## config.mk

```make
export PLATFORM = sky130hd
export DESIGN_NAME = wct_ctrl
export DESIGN_NICKNAME = d
export VERILOG_FILES = /design/src/design/waypoint_coverage_table_core_macros.svh /design/src/design/wct_pkg.sv /design/src/design/wct_ctrl.sv
export SDC_FILE = /design/constraint.sdc
export NUM_CORES = 1
export LEC_CHECK = 0
export BUFFER_PORTS_ARGS = -buffer_cell sky130_fd_sc_hd__clkbuf_2
export CORE_AREA = 2 2 39 41
export CTS_BUF_LIST = sky130_fd_sc_hd__clkbuf_16
export DETAILED_ROUTE_END_ITERATION = 10
export DIE_AREA = 0 0 41 43
export GPL_TIMING_DRIVEN = 0
export HOLD_SLACK_MARGIN = 0.08
export PLACE_DENSITY = 0.7
export SETUP_SLACK_MARGIN = 0.1
export SLEW_MARGIN = 5
export SYNTH_ARGS = -nofsm -noshare
export SYNTH_HDL_FRONTEND = slang
export SYNTH_SLANG_ARGS = --single-unit
```

## constraint.sdc

```tcl
create_clock -name aclk -period 1.2 [get_ports aclk]
set_clock_uncertainty 0.1 [all_clocks]
set_input_delay 0.12 -clock aclk [delete_from_list [all_inputs] [get_ports aclk]]
set_output_delay 0.12 -clock aclk [all_outputs]
set_load 0.01 [all_outputs]
```

## src/design/waypoint_coverage_table_core_macros.svh

```systemverilog
// Assertion macros for the waypoint coverage table RTL.
// Expects aclk and aresetn in the scope of every use.
`ifndef WAYPOINT_COVERAGE_TABLE_CORE_MACROS_SVH
`define WAYPOINT_COVERAGE_TABLE_CORE_MACROS_SVH

// Condition that must hold on every clock edge outside reset.
`define WCT_ASSERT_ALWAYS(label, expr, msg) \
    label: assert property (@(posedge aclk) disable iff (!aresetn) (expr)) else $error(msg);

// Implication checked on every clock edge outside reset.
`define WCT_ASSERT_IMP(label, ante, cons, msg) \
    label: assert property (@(posedge aclk) disable iff (!aresetn) (ante) |-> (cons)) \
        else $error(msg);

`endif

```

## src/design/wct_pkg.sv

```systemverilog
// Shared types and constants for the waypoint coverage table.
// No dependencies.
package wct_pkg;

    localparam int CAPACITY_DEF = 64;
    localparam int COORD_W      = 24;
    localparam int COUNT_W      = 7;
    localparam int POINT_W      = 2 * COORD_W;
    localparam int S_TDATA_W    = 48;
    localparam int S_TUSER_W    = 2;
    localparam int M_TDATA_W    = 56;
    localparam int M_TUSER_W    = 3;
    localparam logic [COORD_W-1:0] RADIUS_RESET = 24'd2560;

    typedef enum logic [1:0] {
        OP_ADD    = 2'd0,
        OP_REMOVE = 2'd1,
        OP_COVER  = 2'd2,
        OP_CLEAR  = 2'd3
    } op_t;

    typedef enum logic [1:0] {
        ST_DONE    = 2'd0,
        ST_FULL    = 2'd1,
        ST_NOMATCH = 2'd2
    } status_t;

    typedef struct packed {
        logic    load;
        logic    append;
        logic    clear;
        logic    scan_start;
        logic    scan_en;
        logic    commit;
        logic    emit_start;
        logic    emit_read;
        logic    post_resp;
        logic    post_point;
        status_t resp_status;
    } ctrl_cmd_t;

    typedef struct packed {
        op_t  op;
        logic full;
        logic scan_done;
        logic gat_zero;
        logic emit_last;
        logic out_free;
    } dp_stat_t;

endpackage

```

## src/design/wct_ctrl.sv

```systemverilog
// Sequencer for the waypoint coverage table: drives datapath commands.
// Depends on wct_pkg.
module wct_ctrl (
    input  logic               aclk,
    input  logic               aresetn,
    input  logic               s_tvalid,
    output logic               s_tready,
    input  wct_pkg::dp_stat_t  stat,
    output wct_pkg::ctrl_cmd_t cmd
);
    import wct_pkg::*;

    typedef enum logic [2:0] {
        S_IDLE,
        S_EXEC,
        S_SCAN,
        S_RESP,
        S_EMIT_RD,
        S_EMIT_LD
    } state_t;

    state_t  state_reg, state_next;
    status_t resp_status_reg, resp_status_next;

    always_comb begin
        state_next       = state_reg;
        resp_status_next = resp_status_reg;
        cmd              = '0;
        cmd.resp_status  = resp_status_reg;
        s_tready         = 1'b0;
        case (state_reg)
            S_IDLE: begin
                s_tready = 1'b1;
                if (s_tvalid) begin
                    cmd.load   = 1'b1;
                    state_next = S_EXEC;
                end
            end
            S_EXEC: begin
                case (stat.op)
                    OP_ADD: begin
                        if (stat.full) begin
                            resp_status_next = ST_FULL;
                        end else begin
                            cmd.append       = 1'b1;
                            resp_status_next = ST_DONE;
                        end
                        state_next = S_RESP;
                    end
                    OP_CLEAR: begin
                        cmd.clear        = 1'b1;
                        resp_status_next = ST_DONE;
                        state_next       = S_RESP;
                    end
                    default: begin
                        cmd.scan_start = 1'b1;
                        state_next     = S_SCAN;
                    end
                endcase
            end
            S_SCAN: begin
                cmd.scan_en = 1'b1;
                if (stat.scan_done) begin
                    cmd.commit = 1'b1;
                    if (stat.op == OP_COVER && !stat.gat_zero) begin
                        cmd.emit_start = 1'b1;
                        state_next     = S_EMIT_RD;
                    end else begin
                        resp_status_next = stat.gat_zero ? ST_NOMATCH : ST_DONE;
                        state_next       = S_RESP;
                    end
                end
            end
            S_RESP: begin
                if (stat.out_free) begin
                    cmd.post_resp = 1'b1;
                    state_next    = S_IDLE;
                end
            end
            S_EMIT_RD: begin
                cmd.emit_read = 1'b1;
                state_next    = S_EMIT_LD;
            end
            S_EMIT_LD: begin
                if (stat.out_free) begin
                    cmd.post_point = 1'b1;
                    state_next     = stat.emit_last ? S_IDLE : S_EMIT_RD;
                end
            end
            default: begin
                state_next = S_IDLE;
            end
        endcase
    end

    always_ff @(posedge aclk) begin
        if (!aresetn) begin
            state_reg       <= S_IDLE;
            resp_status_reg <= ST_DONE;
        end else begin
            state_reg       <= state_next;
            resp_status_reg <= resp_status_next;
        end
    end

endmodule

```

==> impl_metrics.toml <==
[die]
ioPinCount = 23
initial_core_util_pct = 36.8
die-area_mm2 = 0.00176
die_x_um = 41
core_area_mm2 = 0.00138
rows = 14
die_h_um = 43

[route]
top_layer = "met3"
antenna_left = 0
first_pass_iters = 4
route.vias.total = 593
drc_errors = 0
dr_wl_met3_um = 53
wl_met2_um = 787
drtIter0Drc = 9
wl_um = 1420
avgViaCountPerCell = 5.11
routedWlPerCell_um = 12.3
wl_met1_um = 580

[run_status]
status = "finished with violations"
violations = "negative setup slack"

[synthesis]
synthCells = 63
syn_avg_cell_area_um2 = 8.08
synth_area_um2 = 509
ys_seq_area_share_pct = 19.7
yosys_warnings = 0
synth_nets = 76
ys_async_sr_fraction_pct = 0
ys_ff_latch = 5
synth-edff-count = 0
ys_types = 30
synth_ff_type = "dfxtp_1"

[clocking]
clk_root_buffer_cell = "clkbuf_16"
cts_max_level = 1
clock_path_buffers = 2
clk_latency_ns = 0.22
cts_tree = "done"
numCtsBuffers = 3
path_clk_slew_ns = 0.03
clock-sinks = 5

[power_and_ir_drop]
sw_frac_of_total_pct = 30.7
p_switching_mw = 0.441
p_total_mw = 1.44
ir_drop_uv = 1210
seqPwrFrac_pct = 16.4
p_leak_nw = 0.423
p_int_mw = 0.995
power_density_mw_per_mm2 = 1550
clock_power_share_pct = 36.8
combPwrFrac_pct = 46.8

[placed_design]
placed_cells = 101
dp_slack_ns = -0.203
globalplace.congestion = 0.716
dp_hpwl_um = 923
io_buffers = 22

[critical_path]
crit_required_ns = 0.98
endpoint_kind = "output port"
worstSetupStartpointType = "flop"
cp_cell_sequence = "buf_6 -> nor3b_4 -> nand2_1 -> nor2_2 -> buf_2"
timing.reg2reg.setup_slack_ns = -0.20
cp_slowest_stage_delay_ns = 0.32
path_class = "flop to output port"
cp_slowest_cell = "dfxtp_2"
cp_data_arrival_time_ns = 1.22
crit_fanout = 6

[sta]
setup_viol = 16
tightest_slew_ns = 0.253
rsz0062_at_grt = "true"
worst_slack_ns = -0.241
relSlewSlack_pct = 83.0
post-route-period-util_pct = 120
holdWs_ns = 0.0913
post-route-min-period_ns = 1.44
hold_viol = 0
drv_slew = 0
clock.fmax_mhz = 694

[final_layout]
final_util_pct = 67.0
nNetsFinal = 114
largest_reg_flops = 3
n_antenna_cell = 0
syn_to_final_growth_pct = 82.1
drive_gt1_share_pct = 61.0
layout_common_cells = "clkbuf_2 (12), buf_6 (9), buf_2 (8)"
instances_no_fill = 116
mostFrequentLayoutCell = "clkbuf_2"

[job]
maxCapViolCount = 0

[global_routing]
grt_max_degree = 11
grt_use_total_pct = 17.6
grt_pass1_wl_um = 2060
overflow = 0
grt_pass1_vias = 520
grt_antenna_before_repair = 0

[worst_hold_path]
hold_class = "input pin to flop"
==> metrics by stage <==
step | area [µm²] | setup TNS (ns)
floorplan | 536 | -0.000155
global placement | 666 | -0.600
detailed placement | 666 | -0.809
CTS | 840 | -2.57
global route | 927 | -3.57
finish | 927 | -2.66
==> worst paths after layout <==
check | cells past startpoint | startpoint | to
setup reg to reg | 6 | state_reg[1]$_SDFFE_PN0P_ | state_reg[1]$_SDFFE_PN0P_
setup / recovery | 5 | state_reg[1]$_SDFFE_PN0P_ | cmd[10]
hold reg to reg | 2 | resp_status_reg[1]$_SDFFE_PN0P_ | resp_status_reg[1]$_SDFFE_PN0P_
hold / removal | 3 | aresetn | state_reg[0]$_SDFFE_PN0P_
==> power groups by stage <==
stage               logic [mW]  registers [mW]  clock network, mW
global route             0.722           0.238              0.553
finish                   0.672           0.236              0.529
global placement         0.438           0.231                  0
floorplan                0.334           0.224                  0
CTS                      0.553           0.234              0.544
detailed placement       0.444           0.231                  0
==> layout make-up <==
type / instances / area, µm²
fill: 110 / 457
multi-input combinational: 51 / 445
timing repair buffer: 33 / 224
sequential: 5 / 106
clock buffer: 3 / 75.1
buffer: 3 / 37.5
tap: 16 / 20.0
inverter: 4 / 15.0
clock inverter: 1 / 3.75
==> logic make-up (layout without fill, tap and decap cells) <==
group                    count (synthesis)  count (layout)  synth area share, %
buffers and inverters                    7              44                 9.58
AO/OA/AOI/OAI                           14              14                 19.7
adder cells (fa/ha/maj)                  3               3                 7.37
flip-flops                               5               5                 19.7
AND/OR/NAND/NOR                         32              32                 39.6
multiplexers                             2               2                 4.18
==> metal layers <==
layer / track usage [%] / vias up
met2: 28.7 / 20
met1: 20.0 / 274
li1: - / 299
met5: 0 / -
met3: 3.14 / 0
met4: 10.0 / 0
==> repair_timing <==
action,CTS,global route
gates resized for setup,11,23
setup buffers,6,5
setup endpoints to repair,16,16
hold buffers,0,0
pin swaps,14,5
==> synth_stat cells (2+ instances only) <==
cell type	count	area (µm²)
a21oi_1	4	20.0
and2_1	3	18.8
buf_6	3	33.8
dfxtp_1	5	100
ha_1	3	37.5
inv_1	4	15.0
nand2_1	5	18.8
nand2b_1	5	31.3
nor2_1	6	22.5
nor2b_1	2	12.5
nor3_1	3	15.0
o311ai_1	2	17.5
==> worst max-delay path, delay by kind of cell (launching register included) <==
family	cells	cell delay [ns]
buffers and inverters	2	0.26
and+or+nand+nor	3	0.42
DFF	1	0.32
Power figures use the tool's default switching activity.
